### config.mk
export PLATFORM = sky130hd
export DESIGN_NAME = delta_sleep_queue
export DESIGN_NICKNAME = d
export VERILOG_FILES = /design/src/hw/rtl/dsq_pkg.sv /design/src/hw/rtl/dsq_ctrl.sv /design/src/hw/rtl/dsq_dpath.sv /design/src/hw/rtl/delta_sleep_queue.sv
export SDC_FILE = /design/constraint.sdc
export NUM_CORES = 2
export LEC_CHECK = 0
export ABC_AREA = 1
export BUFFER_PORTS_ARGS = -buffer_cell sky130_fd_sc_hd__buf_2
export CORE_MARGIN = 2
export CORE_UTILIZATION = 30
export CTS_CLUSTER_DIAMETER = 80
export DETAILED_ROUTE_END_ITERATION = 12
export PLACE_DENSITY = 0.48
export SYNTH_ARGS = -nofsm -noshare
export SYNTH_HDL_FRONTEND = slang
export SYNTH_SLANG_ARGS = --single-unit
### constraint.sdc
create_clock -name clk -period 16.09 [get_ports clk]
set_clock_uncertainty 0.05 [all_clocks]
set_input_delay 3.218 -clock clk [delete_from_list [all_inputs] [get_ports clk]]
set_output_delay 3.218 -clock clk [all_outputs]
set_load 0.02 [all_outputs]
### src/hw/rtl/dsq_pkg.sv
// Shared types, constants and control/status bundles for the delta sleep queue.
// No dependencies; used by dsq_ctrl, dsq_dpath and delta_sleep_queue.
package dsq_pkg;

	localparam int MAX_SLEEPERS = 16;
	localparam int ID_BITS      = 8;
	localparam int DELTA_BITS   = 31;
	localparam int TIME_BITS    = 32;
	localparam int CNT_BITS     = $clog2(MAX_SLEEPERS + 1);
	localparam int IDX_BITS     = $clog2(MAX_SLEEPERS);

	typedef logic [DELTA_BITS-1:0] delta_t;
	typedef logic [ID_BITS-1:0]    id_t;
	typedef logic [CNT_BITS-1:0]   cnt_t;
	typedef logic [IDX_BITS-1:0]   idx_t;
	typedef logic [TIME_BITS-1:0]  time_t;

	localparam logic CMD_INSERT   = 1'b0;
	localparam logic CMD_TICK     = 1'b1;
	localparam logic KIND_INSERT  = 1'b0;
	localparam logic KIND_RELEASE = 1'b1;

	typedef enum logic [1:0] {
		STS_OK   = 2'd0,
		STS_NEG  = 2'd1,
		STS_FULL = 2'd2
	} status_t;

	typedef enum logic [2:0] {
		S_IDLE,
		S_SCAN,
		S_PLACE,
		S_INS_OUT,
		S_TICK,
		S_REL
	} fsm_t;

	// controller -> datapath
	typedef struct packed {
		logic    load_in;
		logic    scan_step;
		logic    place;
		logic    tick_dec;
		logic    pop;
		logic    out_load;
		logic    out_kind;
		status_t out_status;
		logic    out_last;
	} ctrl_t;

	// datapath -> controller
	typedef struct packed {
		logic t_neg;
		logic t_zero;
		logic full;
		logic cnt_zero;
		logic scan_end;
		logic scan_hit;
		logic head_le1;
		logic rel_last;
		logic out_free;
	} stat_t;

endpackage

### src/hw/rtl/dsq_ctrl.sv
// Sequencer for the delta sleep queue: insert scan/place and tick release.
// Depends on dsq_pkg; drives dsq_dpath through dsq_pkg::ctrl_t.
module dsq_ctrl (
	input  logic           clk,
	input  logic           arst_n,
	input  logic           in_valid,
	input  logic           cmd,
	input  dsq_pkg::stat_t stat,
	output dsq_pkg::ctrl_t ctl,
	output logic           in_stall
);

	dsq_pkg::fsm_t    state_q, state_d;
	dsq_pkg::status_t ins_status_q, ins_status_d;

	always_ff @(posedge clk or negedge arst_n) begin
		if (!arst_n) begin
			state_q      <= dsq_pkg::S_IDLE;
			ins_status_q <= dsq_pkg::STS_OK;
		end else begin
			state_q      <= state_d;
			ins_status_q <= ins_status_d;
		end
	end

	// next state
	always_comb begin
		state_d = state_q;
		unique case (state_q)
			dsq_pkg::S_IDLE: begin
				if (in_valid) begin
					state_d = (cmd == dsq_pkg::CMD_TICK) ? dsq_pkg::S_TICK : dsq_pkg::S_SCAN;
				end
			end
			dsq_pkg::S_SCAN: begin
				if (stat.t_neg || stat.t_zero || stat.full) begin
					state_d = dsq_pkg::S_INS_OUT;
				end else if (stat.scan_end || stat.scan_hit) begin
					state_d = dsq_pkg::S_PLACE;
				end
			end
			dsq_pkg::S_PLACE: state_d = dsq_pkg::S_INS_OUT;
			dsq_pkg::S_INS_OUT: begin
				if (stat.out_free) state_d = dsq_pkg::S_IDLE;
			end
			dsq_pkg::S_TICK: begin
				if (stat.cnt_zero || !stat.head_le1) state_d = dsq_pkg::S_IDLE;
				else state_d = dsq_pkg::S_REL;
			end
			dsq_pkg::S_REL: begin
				if (stat.out_free && stat.rel_last) state_d = dsq_pkg::S_IDLE;
			end
			default: state_d = dsq_pkg::S_IDLE;
		endcase
	end

	// outputs
	always_comb begin
		ctl          = '0;
		ins_status_d = ins_status_q;
		in_stall     = 1'b1;
		unique case (state_q)
			dsq_pkg::S_IDLE: begin
				in_stall    = 1'b0;
				ctl.load_in = in_valid;
			end
			dsq_pkg::S_SCAN: begin
				if (stat.t_neg) begin
					ins_status_d = dsq_pkg::STS_NEG;
				end else if (stat.t_zero) begin
					ins_status_d = dsq_pkg::STS_OK;
				end else if (stat.full) begin
					ins_status_d = dsq_pkg::STS_FULL;
				end else if (!(stat.scan_end || stat.scan_hit)) begin
					ctl.scan_step = 1'b1;
				end
			end
			dsq_pkg::S_PLACE: begin
				ctl.place    = 1'b1;
				ins_status_d = dsq_pkg::STS_OK;
			end
			dsq_pkg::S_INS_OUT: begin
				ctl.out_load   = stat.out_free;
				ctl.out_kind   = dsq_pkg::KIND_INSERT;
				ctl.out_status = ins_status_q;
				ctl.out_last   = 1'b1;
			end
			dsq_pkg::S_TICK: begin
				ctl.tick_dec = !stat.cnt_zero;
			end
			dsq_pkg::S_REL: begin
				ctl.out_load   = stat.out_free;
				ctl.pop        = stat.out_free;
				ctl.out_kind   = dsq_pkg::KIND_RELEASE;
				ctl.out_status = dsq_pkg::STS_OK;
				ctl.out_last   = stat.rel_last;
			end
			default: ;
		endcase
	end

endmodule

### src/hw/rtl/dsq_dpath.sv
// Queue storage, scan arithmetic and output register for the delta sleep queue.
// Depends on dsq_pkg; commanded by dsq_ctrl.
module dsq_dpath (
	input  logic                   clk,
	input  logic                   arst_n,
	input  dsq_pkg::ctrl_t         ctl,
	output dsq_pkg::stat_t         stat,
	input  logic [7:0]             thread_id,
	input  logic signed [31:0]     nap_ticks,
	input  logic                   out_stall,
	output logic                   out_valid,
	output logic                   kind,
	output logic [1:0]             status,
	output logic [7:0]             released_id,
	output logic                   last
);

	dsq_pkg::delta_t delta_q [dsq_pkg::MAX_SLEEPERS];
	dsq_pkg::id_t    id_q    [dsq_pkg::MAX_SLEEPERS];
	dsq_pkg::cnt_t   count_q;
	dsq_pkg::cnt_t   idx_q;
	dsq_pkg::time_t  t_q;
	dsq_pkg::id_t    nid_q;

	logic             out_valid_q;
	logic             kind_q;
	dsq_pkg::status_t status_q;
	dsq_pkg::id_t     rid_q;
	logic             last_q;

	dsq_pkg::delta_t cur_delta;
	dsq_pkg::delta_t t_low;
	dsq_pkg::delta_t split;
	dsq_pkg::cnt_t   pos_next;

	assign cur_delta = delta_q[idx_q[dsq_pkg::IDX_BITS-1:0]];
	assign t_low     = t_q[dsq_pkg::DELTA_BITS-1:0];
	assign split     = cur_delta - t_low;
	assign pos_next  = idx_q + dsq_pkg::cnt_t'(1);

	always_comb begin
		stat.t_neg    = t_q[dsq_pkg::TIME_BITS-1];
		stat.t_zero   = (t_q == '0);
		stat.full     = (count_q == dsq_pkg::cnt_t'(dsq_pkg::MAX_SLEEPERS));
		stat.cnt_zero = (count_q == '0);
		stat.scan_end = (idx_q == count_q);
		stat.scan_hit = (t_low <= cur_delta);
		stat.head_le1 = (delta_q[0] <= dsq_pkg::delta_t'(1));
		stat.rel_last = (count_q == dsq_pkg::cnt_t'(1)) || (delta_q[1] != '0);
		stat.out_free = !out_valid_q || !out_stall;
	end

	// control registers: fill count and scan index
	always_ff @(posedge clk or negedge arst_n) begin
		if (!arst_n) begin
			count_q <= '0;
			idx_q   <= '0;
		end else begin
			if (ctl.load_in) idx_q <= '0;
			else if (ctl.scan_step) idx_q <= pos_next;
			if (ctl.place) count_q <= count_q + dsq_pkg::cnt_t'(1);
			else if (ctl.pop) count_q <= count_q - dsq_pkg::cnt_t'(1);
		end
	end

	// request latch and remaining time
	always_ff @(posedge clk) begin
		if (ctl.load_in) begin
			t_q   <= dsq_pkg::time_t'(nap_ticks);
			nid_q <= dsq_pkg::id_t'(thread_id);
		end else if (ctl.scan_step) begin
			t_q <= {1'b0, t_low - cur_delta};
		end
	end

	// queue storage: place shifts the tail up, pop shifts everything down
	always_ff @(posedge clk) begin
		if (ctl.place) begin
			if (idx_q == '0) begin
				delta_q[0] <= t_low;
				id_q[0]    <= nid_q;
			end
			for (int i = 1; i < dsq_pkg::MAX_SLEEPERS; i++) begin
				if (dsq_pkg::cnt_t'(i) == idx_q) begin
					delta_q[i] <= t_low;
					id_q[i]    <= nid_q;
				end else if (dsq_pkg::cnt_t'(i) == pos_next) begin
					delta_q[i] <= split;
					id_q[i]    <= id_q[i-1];
				end else if (dsq_pkg::cnt_t'(i) > pos_next) begin
					delta_q[i] <= delta_q[i-1];
					id_q[i]    <= id_q[i-1];
				end
			end
		end else if (ctl.pop) begin
			for (int i = 0; i < dsq_pkg::MAX_SLEEPERS - 1; i++) begin
				delta_q[i] <= delta_q[i+1];
				id_q[i]    <= id_q[i+1];
			end
		end else if (ctl.tick_dec) begin
			if (delta_q[0] != '0) delta_q[0] <= delta_q[0] - dsq_pkg::delta_t'(1);
		end
	end

	// output register
	always_ff @(posedge clk or negedge arst_n) begin
		if (!arst_n) begin
			out_valid_q <= 1'b0;
		end else if (ctl.out_load) begin
			out_valid_q <= 1'b1;
		end else if (!out_stall) begin
			out_valid_q <= 1'b0;
		end
	end

	always_ff @(posedge clk) begin
		if (ctl.out_load) begin
			kind_q   <= ctl.out_kind;
			status_q <= ctl.out_status;
			rid_q    <= (ctl.out_kind == dsq_pkg::KIND_RELEASE) ? id_q[0] : '0;
			last_q   <= ctl.out_last;
		end
	end

	assign out_valid   = out_valid_q;
	assign kind        = kind_q;
	assign status      = status_q;
	assign released_id = 8'(rid_q);
	assign last        = last_q;

endmodule

### src/hw/rtl/delta_sleep_queue.sv
// Delta sleep queue top level: sequencer plus storage datapath.
// Depends on dsq_pkg, dsq_ctrl and dsq_dpath.
// Insert: an insert rejected (negative time, full) or not queued (zero time)
//   is decided in S_SCAN and its result loaded in S_INS_OUT; a queued insert
//   walks the entries in S_SCAN (one compare/subtract per entry), then S_PLACE, S_INS_OUT.
// Tick: S_TICK lowers the head delta, then one released beat per cycle
//   while the output is not stalled. One item is in flight at a time; the next
//   is accepted the cycle after its predecessor's last result is registered.
// Reset: fill count cleared (queue empty); entry storage is not cleared.
module delta_sleep_queue (
	input  logic               clk,
	input  logic               arst_n,
	// input channel
	input  logic               in_valid,
	output logic               in_stall,
	input  logic               cmd,
	input  logic [7:0]         thread_id,
	input  logic signed [31:0] nap_ticks,
	// result channel
	output logic               out_valid,
	input  logic               out_stall,
	output logic               kind,
	output logic [1:0]         status,
	output logic [7:0]         released_id,
	output logic               last
);

	dsq_pkg::ctrl_t ctl;
	dsq_pkg::stat_t stat;

	// Controller walks the queue one entry per cycle on insert and pops one
	// released thread per cycle on tick while the output is not stalled; all queue storage lives in the datapath.
	dsq_ctrl u_ctrl (
		.clk      (clk),
		.arst_n   (arst_n),
		.in_valid (in_valid),
		.cmd      (cmd),
		.stat     (stat),
		.ctl      (ctl),
		.in_stall (in_stall)
	);

	// Datapath holds deltas, ids, fill count, the remaining-time register and
	// the output beat register, so a finished beat can wait under stall.
	dsq_dpath u_dpath (
		.clk         (clk),
		.arst_n      (arst_n),
		.ctl         (ctl),
		.stat        (stat),
		.thread_id   (thread_id),
		.nap_ticks   (nap_ticks),
		.out_stall   (out_stall),
		.out_valid   (out_valid),
		.kind        (kind),
		.status      (status),
		.released_id (released_id),
		.last        (last)
	);

	// a new beat never overwrites one still waiting
	a_no_overwrite: assert property (@(posedge clk) disable iff (!arst_n)
		ctl.out_load |-> stat.out_free)
		else $error("output beat loaded while previous beat stalled");

	// a release never pops an empty queue
	a_pop_nonempty: assert property (@(posedge clk) disable iff (!arst_n)
		ctl.pop |-> !stat.cnt_zero)
		else $error("pop on empty queue");

	// placement only for a positive time into a queue with room
	a_place_legal: assert property (@(posedge clk) disable iff (!arst_n)
		ctl.place |-> (!stat.full && !stat.t_neg && !stat.t_zero))
		else $error("illegal placement");

endmodule
# Word-level counts from Yosys, hierarchy flattened
# Memory sizes are Yosys's and may differ from the RTL's.
# Index checks and enable logic that the tools add are counted.
# op_classes
addsub	6
n_lt_le_gt_ge	17
n_eq_ne	44
muxes	313
bitwise	91
reduce_logical	22
# op_table
op	count
2-to-1 mux 31 bit	46
2-to-1 mux 8 bit	45
2-to-1 mux 1 bit	203
OR 1 bit	91
equality test 4 x 5 -> 1 bit, first input constant	16
2-to-1 mux 32 bit	2
nonzero test 31 bit	2
subtractor 31 bit	2
equality test 3 x 5 -> 1 bit, first input constant	8
greater-than comparator 4 x 5 -> 1 bit, first input constant	8
logical NOT 32 bit	1
less-or-equal comparator 31 x 1 -> 1 bit, second input constant	1
less-or-equal comparator 31 bit	1
subtractor 31 x 1 -> 31 bit, second input constant	1
2-to-1 mux 3 bit	7
equality test 2 x 5 -> 1 bit, first input constant	4
greater-than comparator 3 x 5 -> 1 bit, first input constant	4
2-to-1 mux 5 bit	4
case mux 3 bit (6 select lines)	1
adder 5 x 1 -> 5 bit, second input constant	2
equality test 1 x 5 -> 1 bit, first input constant	2
greater-than comparator 2 x 5 -> 1 bit, first input constant	2
logical NOT 5 bit	2
case mux 5 bit (2 select lines)	1
other kinds (21)	37
# totals
register_bits	68
ram_bits	624
output_inout_bits	14
elab_cells	506
mem_count	2
# mem_list
memory	words	word_bits	rd	rd_ports_with_merged_regs	write_ports	line	source
u_dpath.delta_q	16	31	17	0	16	dsq_dpath.sv:18	dsq_pkg::delta_t delta_q [dsq_pkg::MAX_SLEEPERS];
u_dpath.id_q	16	8	16	0	16	dsq_dpath.sv:19	dsq_pkg::id_t id_q [dsq_pkg::MAX_SLEEPERS];

# Depth between registers and ports, before layout
# An unclocked memory read counts as a cell.
# depth
depth_word	10
ltp_mapped	28
depth_no_buf	22

# Cells and area by module
# Synthesis repeated with hierarchy kept, for this count alone.
# hier_totals
cells_unflattened	6927
hier_area_um2	49409.9
# by_module_without_submodules
module	instances	cells_per_inst	area_each_um2	seq_area_each_um2
dsq_dpath	1	6860	49012.0	20574.7
dsq_ctrl	1	67	397.9	125.1

# Worst setup path before layout
# No wires, ideal clock.
# synth_path
path_kind	in2reg
start	input out_stall
end	memory u_dpath.delta_q[1][0] in the netlist's numbering, enable pin
setup_ns	0.438
arrival_time_ns	5.894
required_time_ns	15.602
setup_slack_ns	9.708
cell_stages	7
n_path_buf	2
path_cell_list	nand2_1 > inv_1 > nor2_2 > inv_2 > clkbuf_1 > buf_1 > a31oi_1
# synth_lines
item	line	source
start: declaration	delta_sleep_queue.sv:21	input logic out_stall,
end: declaration	dsq_dpath.sv:18	

==> flow_metrics.tcl <==
set metrics [dict create \
    worst-endpoint-arrival_ns 7.62 \
    cts_setup_buffers 0 \
    top_level_ports 59 \
    numPortBuffers 58 \
    place_congestion 0.963 \
    yosys.cell_types.count 52 \
    critical_path.top_delay_family "buffers and inverters" \
    synth_fp_nets 6906 \
    wl_final_um 261000 \
    final_antenna_net_count 0 \
    fp.dieArea_um2 166000 \
    grt_start_max_net_pins 194 \
    initial_utilization_pct 30.1 \
    first_iter_violations 8038 \
    tightest_slew_ns 1.45 \
    syn2layout_area_growth_pct 10.7 \
    kind_of_capture_point_of_the_worst_setup_path "flop" \
    syn-instance-count 6787 \
    hold_path_class "reg2reg" \
    postSynthAreaPerCell_um2 7.21 \
    reg2reg_slack_ns 9.09 \
    finalSetupViolCount 0 \
    yosysWarningCount 0 \
    detail_route.wl_per_cell_um 29.4 \
    critical-path-max-stage-delay_ns 0.97 \
    post_route_cells_drive_above_1_share_pct 6.69 \
    floorplan.core_area_um2 162000 \
    setup.worst_path.start_class "input pin" \
    drc 0 \
    synth.yosys.seq_area_share_pct 42.3 \
    run_status "completed" \
    path_class "in2reg" \
    tcrit_tclk_final_pct 44.2 \
    global_route_usage_over_all_layers_pct 30.1 \
    drv.max_cap_violation_count 0 \
    tritoncts "built" \
    grt_pass1_vias 47900 \
    synth-edff-count 676 \
    grt_overflow_total 0 \
    rows 148 \
    insertion_delay_ns 0.76 \
    die-height_um 408 \
    cts_inserted_buffers 91 \
    most_common_cell_after_layout_fill_and_taps_aside "sky130_fd_sc_hd__nand2_1" \
    critical_path.most_common_cell "sky130_fd_sc_hd__nand2_1" \
    critical-path-slowest-cell "sky130_fd_sc_hd__inv_8" \
    critical_path_buf_inv_count 6 \
    h-tree-depth 3 \
    timing.critical_path.fanout_max 193 \
    cell_by_cell_listing_of_the_critical_path "buf_2, nand2_1, inv_1, nor2_4, buf_4, inv_4, nand2_8, inv_8, buf_12, nand2_1, o21ai_0, nand2_1, o211ai_1" \
    postSynth.asyncResetShare_pct 2.31 \
    cts_num_sinks 692 \
    clk_root_buffer_cell "sky130_fd_sc_hd__clkbuf_16" \
    timing_max_transition_violations_final 0 \
    dr_total_vias 52000 \
    detail_route.vias_per_cell 5.86 \
    synth_flop_cell "sky130_fd_sc_hd__edfxtp_1" \
    final_nets 6745 \
    maxClockFrequency_mhz 141 \
    detail_route.wirelength.met1_um 102000 \
    drtPass1Iterations 8 \
    highest-signal-layer "met5" \
    post-route-min-period_ns 7.10 \
    die_w_um 408 \
    setup-tns-final_ns 0 \
    post_cts_repair_resize_count 0 \
    flip_flop_and_latch_count_after_synthesis 692 \
    grt_pass1_wl_um 363000 \
    hold_viol 0 \
    cts_buffer_depth 3 \
    worst_slew_margin_rel_pct 3.51 \
    worst-endpoint-required_ns 16.60 \
    detailroute.wirelength.met2_um 111000 \
    dp.final_hpwl_um 170000 \
    mostFrequentLayoutCells "sky130_fd_sc_hd__nand2_1, sky130_fd_sc_hd__o21ai_0, sky130_fd_sc_hd__edfxtp_1" \
    synth.cell_area_um2 48900 \
    clkSlewWorstSetupHoldPaths_ns 0.06 \
    cts.hold.buffers_added 0 \
    antenna_violations_before_repair 11 \
    grt_setup_unrepaired "no" \
    wl_met3_um 33600 \
]
[registers in the layout, indices dropped and copies added (netlist names), 2 cells and up]
name                 count
u_dpath.delta_q        496
u_dpath.status           2
u_dpath.nid_q            8
u_ctrl.state_q           3
u_dpath.id_q           128
u_dpath.t_q             32
u_dpath.idx_q            5
u_dpath.count_q          5
u_ctrl.ins_status_q      2
u_dpath.released_id      8
[synthesized netlist by cell type (all sizes together), types with 3 or more instances]
| cell | number | area share [%] |
|---|---|---|
| a21oi | 575 | 5.9 |
| a31oi | 46 | 0.59 |
| nand4 | 79 | 1.1 |
| inv | 646 | 5.0 |
| o211ai | 116 | 1.8 |
| dfrtp | 16 | 0.82 |
| clkinv | 19 | 0.15 |
| xor2 | 43 | 0.82 |
| buf | 190 | 2.0 |
| o21bai | 21 | 0.32 |
| o2111ai | 12 | 0.21 |
| o22ai | 56 | 0.72 |
| a22oi | 14 | 0.21 |
| nor3 | 39 | 0.42 |
| o221ai | 63 | 1.1 |
| clkbuf | 244 | 1.9 |
| xnor2 | 10 | 0.18 |
| o21ai | 823 | 8.5 |
| nand3 | 396 | 4.1 |
| nor2 | 603 | 4.9 |
| or2 | 10 | 0.13 |
| ha | 72 | 1.8 |
| nor4 | 3 | 0.038 |
| o21a | 3 | 0.046 |
| nand2 | 1993 | 15 |
| nand3b | 7 | 0.11 |
| edfxtp | 676 | 42 |
| a21o | 5 | 0.077 |
[kinds of logic (layout without fill, tap and decap cells)]
logic type	count (synthesis)	after routing	synth area share [%]
DFF	692	692	42.3
AOI/OAI and AO/OA	1737	1737	19.5
other	0	3	0
buffers and inverters	1099	1011	9.05
xor gates and xnor gates	53	53	1.00
and+or+nand+nor	3132	3132	26.2
adders and majority gates	74	74	1.92
[final timing paths]
| check | start | to | cells after the start |
|---|---|---|---|
| worst max-delay path | out_stall | u_dpath.delta_q[8][17]$_DFFE_PP_ | 13 |
| worst min-delay path | u_dpath.id_q[7][9]$_DFFE_PP_ | u_dpath.id_q[7][1]$_DFFE_PP_ | 2 |
| worst max register to register | u_dpath.idx_q[0]$_DFFE_PN0P_ | u_dpath.t_q[18]$_DFFE_PP_ | 19 |
| worst min register to register | u_dpath.id_q[7][9]$_DFFE_PP_ | u_dpath.id_q[7][1]$_DFFE_PP_ | 2 |
| max in group asynchronous | arst_n | u_dpath.idx_q[0]$_DFFE_PN0P_ | 1 |
| min in group asynchronous | arst_n | u_dpath.out_valid$_DFFE_PN0P_ | 1 |
[routing by layer]
metal,vias up,GRT usage (%)
li1,22600,-
met1,24900,39.7
met2,3728,45.0
met3,758,8.37
met4,10,15.4
met5,-,0
[tightest hold or removal path: stages, from the launching register on]
cell and delay [ns]:
sky130_fd_sc_hd__edfxtp_1 0.32, sky130_fd_sc_hd__nand2_1 0.05, sky130_fd_sc_hd__o221ai_1 0.06
[cell type report]
type,instances,area (µm²)
Fill cell,17500,108000
Timing Repair Buffer,180,1240
Antenna cell,3,7.51
Clock inverter,38,397
Sequential cell,692,20700
Multi-Input combinational cell,4996,24000
Clock buffer,128,2550
Inverter,665,2520
Tap cell,2175,2720
[metrics by stage]
| step | instances | worst slack [ns] | cell area (µm²) | util [%] | hold WS, ns |
|---|---|---|---|---|---|
| 6_report | 8877 | 8.99 | 54100 | 33.3 | 0.476 |
| 5_1_grt | 8874 | 8.80 | 54100 | 33.3 | 0.501 |
| 3_3_place_gp | 8708 | 8.51 | 51200 | 31.5 | 0.461 |
| 3_5_place_dp | 8708 | 8.51 | 51200 | 31.5 | 0.471 |
| 2_1_floorplan | 6787 | 9.71 | 48900 | - | 0.434 |
| 4_1_cts | 8874 | 9.25 | 54100 | 33.3 | 0.480 |
Power is not shown: default switching activity piles up to over one toggle a cycle in this logic, so the estimate is an artifact.
